`src/rtl/core/ifs_pkg.sv`:
```
// Package for the image format sniffer: constants, format codes and shared types.
package ifs_pkg;

	// Number of leading file bytes that are kept for the signature checks.
	localparam int HDR_LEN = 12;
	localparam int CNT_W = $clog2(HDR_LEN + 1);
	localparam int HDR_BITS = 8 * HDR_LEN;

	// The PNG chunk walk starts at this byte offset.
	localparam logic [CNT_W-1:0] WALK_START = CNT_W'(8);

	// Signatures, first file byte in the most significant position.
	localparam logic [47:0] SIG_GIF87A = "GIF87a";
	localparam logic [47:0] SIG_GIF89A = "GIF89a";
	localparam logic [63:0] SIG_PNG = 64'h8950_4E47_0D0A_1A0A;
	localparam logic [31:0] SIG_RIFF = "RIFF";
	localparam logic [31:0] SIG_WEBP = "WEBP";
	localparam logic [15:0] SIG_BMP = "BM";

	// PNG chunk types that end the walk.
	localparam logic [31:0] TAG_ACTL = "acTL";
	localparam logic [31:0] TAG_IDAT = "IDAT";
	localparam logic [31:0] TAG_IEND = "IEND";

	// Bytes of CRC that follow the data of every chunk.
	localparam logic [32:0] CRC_LEN = 33'd4;

	// Result codes.
	typedef enum logic [2:0] {
		FMT_UNKNOWN = 3'd0,
		FMT_GIF     = 3'd1,
		FMT_PNG     = 3'd2,
		FMT_APNG    = 3'd3,
		FMT_WEBP    = 3'd4,
		FMT_BMP     = 3'd5
	} fmt_t;

	// One byte as it leaves the input register and updates the state.
	typedef struct packed {
		logic       step;
		logic       last;
		logic [7:0] data;
	} ifs_beat_t;

endpackage

```
`src/rtl/core/ifs_in_if.sv`:
```
// Input channel: one file byte per item with its last-byte mark.
interface ifs_in_if;
	logic       valid;
	logic       ready;
	logic [7:0] file_byte;
	logic       is_final;

	modport source (output valid, output file_byte, output is_final, input ready);
	modport sink (input valid, input file_byte, input is_final, output ready);
endinterface

```
`src/rtl/core/ifs_out_if.sv`:
```
// Output channel: one format code per item.
interface ifs_out_if;
	logic       valid;
	logic       ready;
	logic [2:0] format_code;

	modport source (output valid, output format_code, input ready);
	modport sink (input valid, input format_code, output ready);
endinterface

```
`src/rtl/core/ifs_walker.sv`:
```
// PNG chunk walker: collects chunk length and type, skips data and CRC, flags acTL.
module ifs_walker import ifs_pkg::*; (
	input  logic      clk,
	input  logic      arst_n,
	input  ifs_beat_t beat,
	input  logic      walk_en,
	output logic      animated
);

	typedef enum logic [2:0] {
		PH_LEN  = 3'b001,
		PH_TYPE = 3'b010,
		PH_SKIP = 3'b100
	} phase_t;

	typedef enum logic [2:0] {
		VD_SEARCH = 3'b001,
		VD_ANIM   = 3'b010,
		VD_STILL  = 3'b100
	} verdict_t;

	localparam logic [1:0] OFF_LAST = 2'd3;

	phase_t      phase_q, phase_n;
	verdict_t    verdict_q, verdict_n;
	logic [1:0]  off_q, off_n;
	logic [31:0] len_q, len_n;
	logic [31:0] type_q, type_n;
	logic [32:0] skip_q, skip_n;
	logic [31:0] len_shift, type_shift;
	logic [32:0] skip_dec;
	logic        go;

	assign go = beat.step && walk_en && (verdict_q == VD_SEARCH);
	assign len_shift = {len_q[23:0], beat.data};
	assign type_shift = {type_q[23:0], beat.data};
	assign skip_dec = skip_q - {32'd0, (skip_q != 33'd0)};

	// Next walker state for the byte in flight.
	always_comb begin
		phase_n = phase_q;
		verdict_n = verdict_q;
		off_n = off_q;
		len_n = len_q;
		type_n = type_q;
		skip_n = skip_q;
		if (go) begin
			case (phase_q)
				PH_LEN: begin
					len_n = len_shift;
					if (off_q == OFF_LAST) begin
						off_n = 2'd0;
						phase_n = PH_TYPE;
					end else begin
						off_n = off_q + 2'd1;
					end
				end
				PH_TYPE: begin
					type_n = type_shift;
					if (off_q == OFF_LAST) begin
						off_n = 2'd0;
						if (type_shift == TAG_ACTL) begin
							verdict_n = VD_ANIM;
						end else if (type_shift == TAG_IDAT || type_shift == TAG_IEND) begin
							verdict_n = VD_STILL;
						end else begin
							skip_n = {1'b0, len_q} + CRC_LEN;
							phase_n = PH_SKIP;
						end
					end else begin
						off_n = off_q + 2'd1;
					end
				end
				PH_SKIP: begin
					skip_n = skip_dec;
					if (skip_dec == 33'd0) begin
						phase_n = PH_LEN;
						off_n = 2'd0;
						len_n = 32'd0;
						type_n = 32'd0;
					end
				end
				default: begin
					phase_n = PH_LEN;
				end
			endcase
		end
	end

	// The verdict includes the byte in flight, so the last byte counts.
	assign animated = (verdict_n == VD_ANIM);

	// State registers; the last byte of a file returns everything to reset.
	always_ff @(posedge clk or negedge arst_n) begin
		if (!arst_n) begin
			phase_q <= PH_LEN;
			verdict_q <= VD_SEARCH;
			off_q <= 2'd0;
			len_q <= 32'd0;
			type_q <= 32'd0;
			skip_q <= 33'd0;
		end else if (beat.step && beat.last) begin
			phase_q <= PH_LEN;
			verdict_q <= VD_SEARCH;
			off_q <= 2'd0;
			len_q <= 32'd0;
			type_q <= 32'd0;
			skip_q <= 33'd0;
		end else if (go) begin
			phase_q <= phase_n;
			verdict_q <= verdict_n;
			off_q <= off_n;
			len_q <= len_n;
			type_q <= type_n;
			skip_q <= skip_n;
		end
	end

	// A settled verdict never changes until the file ends.
	a_verdict_sticky: assert property (@(posedge clk) disable iff (!arst_n)
		(verdict_q != VD_SEARCH) && !(beat.step && beat.last) |=> $stable(verdict_q))
		else $error("walker verdict changed after it was settled");

	// The skip counter is only nonzero while skipping.
	a_skip_phase: assert property (@(posedge clk) disable iff (!arst_n)
		(skip_q != 33'd0) |-> (phase_q == PH_SKIP))
		else $error("skip count left over outside the skip phase");

	// The last byte of a file leaves the walker in its start state.
	a_end_clear: assert property (@(posedge clk) disable iff (!arst_n)
		beat.step && beat.last |=> (phase_q == PH_LEN) && (verdict_q == VD_SEARCH)
			&& (off_q == 2'd0))
		else $error("walker not cleared after the last byte");

endmodule

```
`src/rtl/core/ifs_header.sv`:
```
// Header store and signature classifier over the first twelve file bytes.
module ifs_header import ifs_pkg::*; (
	input  logic      clk,
	input  logic      arst_n,
	input  ifs_beat_t beat,
	input  logic      animated,
	output logic      walk_en,
	output fmt_t      fmt
);

	localparam logic [CNT_W-1:0] SEEN_FULL = CNT_W'(HDR_LEN);
	localparam logic [CNT_W-1:0] SEEN_LAST = CNT_W'(HDR_LEN - 1);

	logic [7:0]          hdr_q [HDR_LEN];
	logic [CNT_W-1:0]    seen_q;
	logic [HDR_BITS-1:0] hdr_vec;
	logic                full;

	// Header bytes are written once each, in file order.
	always_ff @(posedge clk) begin
		if (beat.step && (seen_q < SEEN_FULL)) begin
			hdr_q[seen_q] <= beat.data;
		end
	end

	// Byte count saturates at the header length and clears at end of file.
	always_ff @(posedge clk or negedge arst_n) begin
		if (!arst_n) begin
			seen_q <= '0;
		end else if (beat.step) begin
			if (beat.last) begin
				seen_q <= '0;
			end else if (seen_q < SEEN_FULL) begin
				seen_q <= seen_q + CNT_W'(1);
			end
		end
	end

	assign walk_en = (seen_q >= WALK_START);

	// Header as it stands after the byte in flight, first byte on top.
	always_comb begin
		for (int i = 0; i < HDR_LEN; i++) begin
			hdr_vec[HDR_BITS-1-8*i -: 8] = (seen_q == CNT_W'(i)) ? beat.data : hdr_q[i];
		end
	end

	assign full = (seen_q == SEEN_FULL) || (seen_q == SEEN_LAST);

	// Signature checks in priority order.
	always_comb begin
		if (!full) begin
			fmt = FMT_UNKNOWN;
		end else if (hdr_vec[HDR_BITS-1 -: 48] == SIG_GIF87A
				|| hdr_vec[HDR_BITS-1 -: 48] == SIG_GIF89A) begin
			fmt = FMT_GIF;
		end else if (hdr_vec[HDR_BITS-1 -: 64] == SIG_PNG) begin
			fmt = animated ? FMT_APNG : FMT_PNG;
		end else if (hdr_vec[HDR_BITS-1 -: 32] == SIG_RIFF && hdr_vec[31:0] == SIG_WEBP) begin
			fmt = FMT_WEBP;
		end else if (hdr_vec[HDR_BITS-1 -: 16] == SIG_BMP) begin
			fmt = FMT_BMP;
		end else begin
			fmt = FMT_UNKNOWN;
		end
	end

endmodule

```
`src/rtl/core/image_format_sniffer_top.sv`:
```
// Top level of the image format sniffer: input register, state update, result register.
//
// The block takes one file byte per item and gives one format code on the item
// that carries the last-byte mark; other items give nothing. Each item waits in
// the input register until it moves on, when the state update and the result
// register take it, so a code is offered in the cycle after its last byte moves
// on, and a new byte can be taken in every cycle unless a last byte waits for a
// full result register. A code that waits at the output stalls only the next
// last byte; the result register is the only thing that can hold the stream.
// Codes: 0 unknown, 1 GIF, 2 PNG, 3 animated PNG, 4 WebP, 5 BMP. Files shorter
// than twelve bytes are unknown. After each last byte the block is ready for a
// new file with no gap.
module image_format_sniffer_top import ifs_pkg::*; (
	input logic clk,
	input logic arst_n,
	ifs_in_if.sink    in_ch,
	ifs_out_if.source out_ch
);

	logic       valid_s1;
	logic [7:0] byte_s1;
	logic       final_s1;
	logic       adv_s1;
	logic       out_valid_q;
	fmt_t       out_code_q;
	ifs_beat_t  beat;
	logic       walk_en;
	logic       animated;
	fmt_t       fmt;

	// A byte moves on unless it is a last byte and the result register is full.
	assign adv_s1 = valid_s1 && (!final_s1 || !out_valid_q || out_ch.ready);
	assign in_ch.ready = !valid_s1 || adv_s1;

	// Input register.
	always_ff @(posedge clk or negedge arst_n) begin
		if (!arst_n) begin
			valid_s1 <= 1'b0;
		end else if (in_ch.valid && in_ch.ready) begin
			valid_s1 <= 1'b1;
		end else if (adv_s1) begin
			valid_s1 <= 1'b0;
		end
	end

	always_ff @(posedge clk) begin
		if (in_ch.valid && in_ch.ready) begin
			byte_s1 <= in_ch.file_byte;
			final_s1 <= in_ch.is_final;
		end
	end

	assign beat = '{step: adv_s1, last: final_s1, data: byte_s1};

	ifs_header u_header (
		.clk      (clk),
		.arst_n   (arst_n),
		.beat     (beat),
		.animated (animated),
		.walk_en  (walk_en),
		.fmt      (fmt)
	);

	ifs_walker u_walker (
		.clk      (clk),
		.arst_n   (arst_n),
		.beat     (beat),
		.walk_en  (walk_en),
		.animated (animated)
	);

	// Result register.
	always_ff @(posedge clk or negedge arst_n) begin
		if (!arst_n) begin
			out_valid_q <= 1'b0;
		end else if (adv_s1 && final_s1) begin
			out_valid_q <= 1'b1;
		end else if (out_ch.ready) begin
			out_valid_q <= 1'b0;
		end
	end

	always_ff @(posedge clk) begin
		if (adv_s1 && final_s1) begin
			out_code_q <= fmt;
		end
	end

	assign out_ch.valid = out_valid_q;
	assign out_ch.format_code = out_code_q;

	// A last byte that moves on always leaves a result behind it.
	a_result_follows: assert property (@(posedge clk) disable iff (!arst_n)
		adv_s1 && final_s1 |=> out_valid_q)
		else $error("last item moved on without a result");

	// A waiting result is never overwritten.
	a_no_overwrite: assert property (@(posedge clk) disable iff (!arst_n)
		out_valid_q && !out_ch.ready |-> !(adv_s1 && final_s1))
		else $error("pending result overwritten");

	// Only defined format codes are shown.
	a_code_range: assert property (@(posedge clk) disable iff (!arst_n)
		out_valid_q |-> (out_code_q <= FMT_BMP))
		else $error("format code out of range");

endmodule
```
`src/flat_wrapper.sv`:
```
// flat-port wrapper written by rule: the top's interface ports become plain ports
module image_format_sniffer_top_flat import ifs_pkg::*;
  (clk, arst_n, in_ch_valid, in_ch_file_byte, in_ch_is_final, in_ch_ready, out_ch_valid, out_ch_format_code, out_ch_ready);
  ifs_in_if in_ch_i ();
  ifs_out_if out_ch_i ();
  input logic clk;
  input logic arst_n;
  input wire logic [$bits(in_ch_i.valid)-1:0] in_ch_valid;
  input wire logic [$bits(in_ch_i.file_byte)-1:0] in_ch_file_byte;
  input wire logic [$bits(in_ch_i.is_final)-1:0] in_ch_is_final;
  output wire logic [$bits(in_ch_i.ready)-1:0] in_ch_ready;
  output wire logic [$bits(out_ch_i.valid)-1:0] out_ch_valid;
  output wire logic [$bits(out_ch_i.format_code)-1:0] out_ch_format_code;
  input wire logic [$bits(out_ch_i.ready)-1:0] out_ch_ready;
  assign in_ch_i.valid = in_ch_valid;
  assign in_ch_i.file_byte = in_ch_file_byte;
  assign in_ch_i.is_final = in_ch_is_final;
  assign in_ch_ready = in_ch_i.ready;
  assign out_ch_valid = out_ch_i.valid;
  assign out_ch_format_code = out_ch_i.format_code;
  assign out_ch_i.ready = out_ch_ready;
  image_format_sniffer_top u_core (.clk(clk), .arst_n(arst_n), .in_ch(in_ch_i), .out_ch(out_ch_i));
endmodule
```
`config.mk`:
```
export PLATFORM = sky130hd
export DESIGN_NAME = image_format_sniffer_top_flat
export DESIGN_NICKNAME = d
export VERILOG_FILES = /design/src/rtl/core/ifs_pkg.sv /design/src/rtl/core/ifs_in_if.sv /design/src/rtl/core/ifs_out_if.sv /design/src/rtl/core/ifs_walker.sv /design/src/rtl/core/ifs_header.sv /design/src/rtl/core/image_format_sniffer_top.sv /design/src/flat_wrapper.sv
export SDC_FILE = /design/constraint.sdc
export NUM_CORES = 1
export LEC_CHECK = 0
export ABC_AREA = 0
export BUFFER_PORTS_ARGS = -buffer_cell sky130_fd_sc_hd__buf_2
export CAP_MARGIN = 20
export CORE_MARGIN = 4
export CORE_UTILIZATION = 50
export CTS_CLUSTER_SIZE = 24
export DETAILED_ROUTE_END_ITERATION = 8
export PLACE_DENSITY = 0.63
export SETUP_SLACK_MARGIN = 0.2
export SYNTH_ARGS = -nofsm -noshare
export SYNTH_HDL_FRONTEND = slang
export SYNTH_SLANG_ARGS = --single-unit
```
`constraint.sdc`:
```
create_clock -name clk -period 4.9 [get_ports clk]
set_input_delay 0.98 -clock clk [delete_from_list [all_inputs] [get_ports clk]]
set_output_delay 0.98 -clock clk [all_outputs]
set_load 0.05 [all_outputs]
```
==> summary.txt, run 1 <==
GRT
  – Antenna violations before repair: 0
  – Largest net degree at the start of global routing: 65
  – Global route overflow: 0
  – Vias in the first global route: ~7.5k
  – First-pass GRT wire length: 42.6 mm
  – Tot GR Track Use: 22.6%

Placed design
  – DP HPWL: 17.9 mm
  – RD Place Congestion: 0.910
  – IO buf count: 17

Detailed routing
  – Via density: between 6 and 7
  – Via count: 8077
  – DRT iter0 DRCs: about 800
  – Remaining DRCs: 0
  – Total Wirelength: 26.7 mm
  – Routed wire per std cell: around 21 µm
  – Detail Route Antenna Nets: 0
  – Pre-antenna DRT Iters: 5

Setup path
  – WS Path Type: flop to flop
  – Crit-path cells: nor4_1 > nand4_1 > or3_1 > ha_1 > nor3b_1 > and3_1 > and4b_1 > xnor2_1 > nand4b_2 > nor4_4 > o31ai_4 > buf_4 > a22o_1
  – Crit path largest cell delay: roughly 0.55 ns
  – Worst Path Arrival: 4.66 ns
  – Crit-path max FO: 24
  – Worst setup EP type: flop
  – CP max-delay cell: nor4_1
  – Top Family by Delay on Critical Path: simple AND/OR/NAND/NOR gates
  – CP bufs+invs: 1
  – Startpoint class of the critical path: flop
  – Worst EP required: 5.29 ns

Synthesis
  – Leading area contributor after synthesis: edfxtp_1
  – Synth top cells by count: edfxtp_1, dfrtp_1, nor2_1, nand2_1, o21ai_0
  – Post-synthesis compound-gate area fraction: 15.8%
  – Avg Inst Size Synth: 10.7 µm²
  – Mapped Area: 10400 µm²
  – Share of the synthesized area in the top cell type: 31.3%
  – Top FF cell, synth: edfxtp_1
  – Synth area leaders: edfxtp_1, dfrtp_1, a22o_1, o21ai_0, nor2_1
  – Asr flop ratio synth: about 49%
  – Mux contribution to synthesized area: less than 1%
  – Most numerous cell in the Yosys netlist: edfxtp_1
  – Post-synthesis net count: 990
  – Post-synthesis sequential element count: ~210
  – EDFF count, synth: 108
  – Synth Area in Adders: less than 1%
  – Synth Area in Simple Gates: roughly a fifth
  – Cell count after synthesis: 969
  – Synth warnings: 0
  – Register area share after synthesis: 56.2%
  – Largest family of logic cells by synthesized area: simple AND/OR/NAND/NOR gates
  – Synth cell types: 70
  – Post-synthesis xor/xnor area fraction: 3.04%

Floorplanning
  – Initial Util: 51.1%
  – Chip Width: 152 µm
  – Die Y: about 150 µm
  – Row cnt: 52
  – Total Die Area: 23100 µm²
  – Core Box Area: slightly above 20000 µm²
  – IO Count: 18

STA
  – Tcrit/Tclk final: 87.2%
  – RSZ-0062 raised after global routing: false
  – Min Hold Slack: between 0.3 and 0.4 ns
  – Final Hold Vio Count: 0
  – Slew @ Worst Pin: 0.947 ns
  – Final clock skew: 0.0131 ns
  – Fin crit period: approximately 4.3 ns
  – Setup TNS: 0 ns
  – Max_slew headroom: 36.3%
  – Final number of setup-violating endpoints: 0
  – Final Max Tran Viols: 0
  – Max Fclk: 234 MHz

Layout
  – N_diodes: 0
  – Proportion of layout cells with a drive suffix above 1: 9.70%
  – Area growth syn-to-layout: 11.7%
  – Fin nets: 1004
  – Final core occ: between 50% and 60%

Clocking
  – Bufs on Longest Clock Path: 3
  – H-tree depth: 1
  – Post-CTS Setup Bufs: 0
  – Clock latency on the worst-skew pair: 0.51 ns
  – Cts repair resizes: 0
  – # hold bufs at CTS: 0
  – Total CTS buffers: 23
  – Clock root buffer: clkbuf_16
  – Num Clock Sinks: 211
  – CTS clk-pin slew, worst paths: 0.06 ns
  – CTS tree: yes

Flow run
  – Max_cap viols: 0

Run status
  – Run status: finished clean

Power
  – VDD IR-drop max: ~0.45 mV
  – P_leak: 4.48 nW
  – Pwr per Cell Area: 378 nW/µm²

Hold path
  – Min-Delay Path Class: input port to asynchronous set/reset pin
==> final cells by class <==
type                            count  area, µm²
Inverter                           17       63.8
Clock inverter                     17        244
Sequential cell                   211       5820
Fill cell                        1755       8720
Clock buffer                       25        583
Multi-Input combinational cell    691       4270
Timing Repair Buffer               39        256
Tap cell                          270        338
==> metal layers <==
layer	vias up	track usage (%)	wire length, µm
met3	46	3.70	2120
met4	0	5.78	568
met5	-	0	0
met1	3985	36.3	12600
met2	346	31.8	11400
li1	3700	-	-
==> placed cells by master, fill, tap and decap left out, types with 10 or more instances in the layout <==
| master | n |
|---|---|
| xor2_1 | 19 |
| nor2_1 | 86 |
| a31oi_1 | 13 |
| and3_1 | 17 |
| nor3b_1 | 12 |
| nor4_1 | 20 |
| nand4_1 | 25 |
| o21ai_0 | 74 |
| nor3_1 | 34 |
| dfrtp_1 | 101 |
| buf_2 | 16 |
| a22o_1 | 59 |
| nand2b_1 | 10 |
| xnor2_1 | 17 |
| nand2_1 | 85 |
| buf_4 | 22 |
| inv_1 | 17 |
| nand3_1 | 30 |
| a21oi_1 | 48 |
| edfxtp_1 | 108 |
| nor4b_1 | 15 |
| clkbuf_16 | 23 |
==> final timing paths <==
check,from,endpoint,slack [ns],depth (start not counted)
max,u_core.u_walker.skip_q[27]$_DFFE_PN0P_,u_core.u_walker.type_q[15]$_DFFE_PN0P_,0.63,13
min,arst_n,u_core.out_ch.valid$_DFFE_PN0P_,0.33,1
max reg2reg,u_core.u_walker.skip_q[27]$_DFFE_PN0P_,u_core.u_walker.type_q[15]$_DFFE_PN0P_,0.63,13
min reg2reg,u_core.u_walker.verdict_q[0]$_DFFE_PN1P_,u_core.u_walker.verdict_q[0]$_DFFE_PN1P_,0.48,2
max in group asynchronous,arst_n,u_core.u_walker.type_q[15]$_DFFE_PN0P_,3.48,2
min in group clk,u_core.u_walker.verdict_q[0]$_DFFE_PN1P_,u_core.u_walker.verdict_q[0]$_DFFE_PN1P_,0.48,2
==> kinds of logic after synthesis <==
| logic type | Yosys count |
|---|---|
| AO/OA/AOI/OAI | 246 |
| buffers and inverters | 67 |
| multiplexers | 9 |
| flip-flops | 211 |
| XOR/XNOR | 36 |
| AND/OR/NAND/NOR | 392 |
| adder cells (fa/ha/maj) | 8 |
==> state kept, by name, indices dropped and copies added (netlist names) <==
signal                     count
u_core.u_header.hdr_q         96
u_core.u_walker.skip_q        33
u_core.u_walker.len_q         32
u_core.u_walker.type_q        24
u_core.byte_s1                 8
u_core.u_header.seen_q         4
u_core.out_ch.format_code      3
u_core.u_walker.phase_q        3
u_core.u_walker.verdict_q      3
u_core.u_walker.off_q          2
u_core.final_s1                1
u_core.out_ch.valid            1
u_core.valid_s1                1
==> where the power goes <==
group          switching, W  internal, W  leakage (nW)  total (W)
Clock              0.000702      0.00118         0.402    0.00188
Sequential        0.0000702      0.00197          2.41    0.00204
Combinational      0.000330     0.000133          1.67   0.000463
Total               0.00110      0.00328          4.48    0.00438
==> per-stage QoR <==
step | std cells | total power [W] | cell area, µm² | worst slack [ns]
6_report | 1270 | 0.00438 | 11600 | 0.626
5_1_grt | 1270 | 0.00455 | 11600 | 0.407
4_1_cts | 1269 | 0.00440 | 11600 | 0.655
3_5_place_dp | 1227 | 0.00252 | 10700 | 0.712
3_3_place_gp | 1227 | 0.00251 | 10700 | 0.825
2_1_floorplan | 969 | 0.00236 | 10400 | 0.961
No activity file was read; power rests on OpenSTA's default activity.
==> run 2, diff against run 1 <==
==> constraint.sdc (replaced) <==
create_clock -name clk -period 4.9 [get_ports clk]
set_input_delay 0.245 -clock clk [delete_from_list [all_inputs] [get_ports clk]]
set_output_delay 0.245 -clock clk [all_outputs]
set_load 0.05 [all_outputs]
==> run 2 against run 1 <==
Cell area increased by 0.32%; die area unchanged; clock power decreased by 9%; sequential cell count unchanged; worst setup slack improved by 0.019 ns; sequential share of layout area decreased by 0.16 points; total power decreased by 3.9%; clock skew increased by 0.0029 ns; highest routed layer unchanged.
==> summary.txt, run 2 (synthesis results as in run 1) <==
STA
  – Final Max Tran Viols: 0
  – Setup TNS: 0 ns
  – RSZ-0062 raised after global routing: false
  – Max_slew headroom: 36.3%
  – Final clock skew: around 0.016 ns
  – Tcrit/Tclk final: between 80% and 90%
  – Final number of setup-violating endpoints: 0
  – Max Fclk: between 200 and 250 MHz
  – Final Hold Vio Count: 0
  – Slew @ Worst Pin: 0.955 ns
  – Fin crit period: 4.25 ns

Floorplanning
  – Core Box Area: 20300 µm²
  – Initial Util: 51.1%
  – Chip Width: around 150 µm
  – IO Count: 18
  – Total Die Area: 23100 µm²
  – Row cnt: 52
  – Die Y: 152 µm

Layout
  – Most common cell after layout, fill and taps aside: edfxtp_1
  – Post-route cell area: 11600 µm²
  – Area growth syn-to-layout: 12.1%
  – Filler instances: ~1.8k
  – Top Registers: u_core.u_header.hdr_q x96, u_core.u_walker.skip_q x33, u_core.u_walker.len_q x32
  – Biggest register: u_core.u_header.hdr_q
  – Fin nets: 1016
  – Finished Layout Cells: 1283
  – N_diodes: 0
  – Most frequent cells in the layout: edfxtp_1, dfrtp_1, nor2_1
  – Proportion of layout cells with a drive suffix above 1: 9.48%
  – Max FFs per register: 96

Detailed routing
  – Routed wire per std cell: 20.9 µm
  – Via density: 6.22
  – Remaining DRCs: 0
  – Pre-antenna DRT Iters: 5
  – Detail Route Antenna Nets: 0
  – Via count: between 7k and 8k
  – DRT iter0 DRCs: 728
  – Total Wirelength: between 20 and 30 mm

GRT
  – Tot GR Track Use: ~23%
  – Global route overflow: 0
  – First-pass GRT wire length: 43.1 mm
  – Antenna violations before repair: 0
  – Vias in the first global route: between 7k and 8k
  – Largest net degree at the start of global routing: 73

Power
  – VDD IR-drop max: 0.311 mV
  – Pwr per Cell Area: 363 nW/µm²
  – P_leak: 4.50 nW
  – Total power: ~0.0042 W

Placed design
  – RD Place Congestion: 0.930
  – IO buf count: 17
  – Placed cells: 1227
  – Placed Area: 10700 µm²
  – DP HPWL: 17.7 mm

Setup path
  – Worst EP required: 5.29 ns
  – R2R Setup Slk: between 0.6 and 0.7 ns
  – WS Path Type: flop to flop
  – Crit-path max FO: 24
  – Worst setup EP type: flop
  – Worst Path Arrival: around 4.7 ns
  – Startpoint class of the critical path: flop

Run status
  – Run status: finished clean

Flow run
  – Max_cap viols: 0

Clocking
  – Clock root buffer: clkbuf_16
  – H-tree depth: 1
  – Clock latency on the worst-skew pair: ~0.51 ns
  – Post-CTS Setup Bufs: 0
  – CTS tree: yes
  – Num Clock Sinks: between 200 and 250
  – Total CTS buffers: 24
  – Cts repair resizes: 0
  – Bufs on Longest Clock Path: 3
  – CTS clk-pin slew, worst paths: 0.06 ns

Hold path
  – Min-Delay Path Class: input port to flop
-- run 2: changes by cell type in the layout (fill, tap and decap cells not counted), sizes merged --
cell,before,now
bufinv,6,1
clkbuf,25,35
clkinv,9,6
clkinvlp,1,0
dlygate4sd3,0,11
inv,18,19
-- run 2: power by group --
part | total [W] | switching (W) | internal [W]
combinational | 0.000471 | 0.000333 | 0.000138
sequential | 0.00203 | 0.0000642 | 0.00197
clock | 0.00171 | 0.000690 | 0.00102
total | 0.00421 | 0.00109 | 0.00313
-- run 2: final timing paths --
check	depth (start not counted)	from	end
worst min register to register	2	u_core.u_walker.verdict_q[0]$_DFFE_PN1P_	u_core.u_walker.verdict_q[0]$_DFFE_PN1P_
worst max-delay path	13	u_core.u_walker.skip_q[27]$_DFFE_PN0P_	u_core.u_walker.type_q[18]$_DFFE_PN0P_
worst max register to register	13	u_core.u_walker.skip_q[27]$_DFFE_PN0P_	u_core.u_walker.type_q[18]$_DFFE_PN0P_
min in group asynchronous	2	arst_n	u_core.out_ch.valid$_DFFE_PN0P_
max in group asynchronous	3	arst_n	u_core.u_walker.type_q[5]$_DFFE_PN0P_
worst min-delay path	3	out_ch_ready	u_core.out_ch.valid$_DFFE_PN0P_
-- run 2: repair_timing --
item	4_1_cts	5_1_grt
hold buffers	11	0
setup endpoints to repair	0	0
endpoints found under the hold margin	79	0
-- run 2: worst max-delay path, stage by stage (launching register included) --
cell	delay, ns
dfrtp_1	0.43
nor4_1	0.58
nand4_1	0.28
or3_1	0.44
ha_1	0.24
nor3b_1	0.22
and3_1	0.30
and4b_1	0.26
xnor2_1	0.17
nand4b_2	0.21
nor4_4	0.46
o31ai_4	0.08
buf_4	0.24
a22o_1	0.21
-- run 2: metal layers --
metal | wire [µm] | vias up | GRT usage (%)
li1 | - | 3731 | -
met1 | 12200 | 3897 | 35.4
met2 | 11700 | 309 | 33.1
met3 | 2320 | 42 | 4.69
met4 | 470 | 0 | 4.97
met5 | 0 | - | 0
-- run 2: area by class of cell --
type                       instances  area [µm²]  share of cell area [%]
clock buffer                      35         683                    5.88
clock inverter                     9        75.1                   0.646
inverter                          17        63.8                   0.549
multi-input combinational        691        4270                    36.8
sequential                       211        5820                    50.1
tap                              270         338                    2.91
timing repair buffer              50         363                    3.12
-- run 2: through the flow --
stage / hold WS, ns / setup WS, ns / utilization (%)
6_report: 0.0912 / 0.645 / 57.2
2_1_floorplan: -0.0506 / 0.961 / -
3_5_place_dp: 0.423 / 0.677 / 52.9
3_3_place_gp: 0.423 / 0.801 / 52.9
4_1_cts: 0.0604 / 0.640 / 57.2
5_1_grt: 0.0816 / 0.400 / 57.2
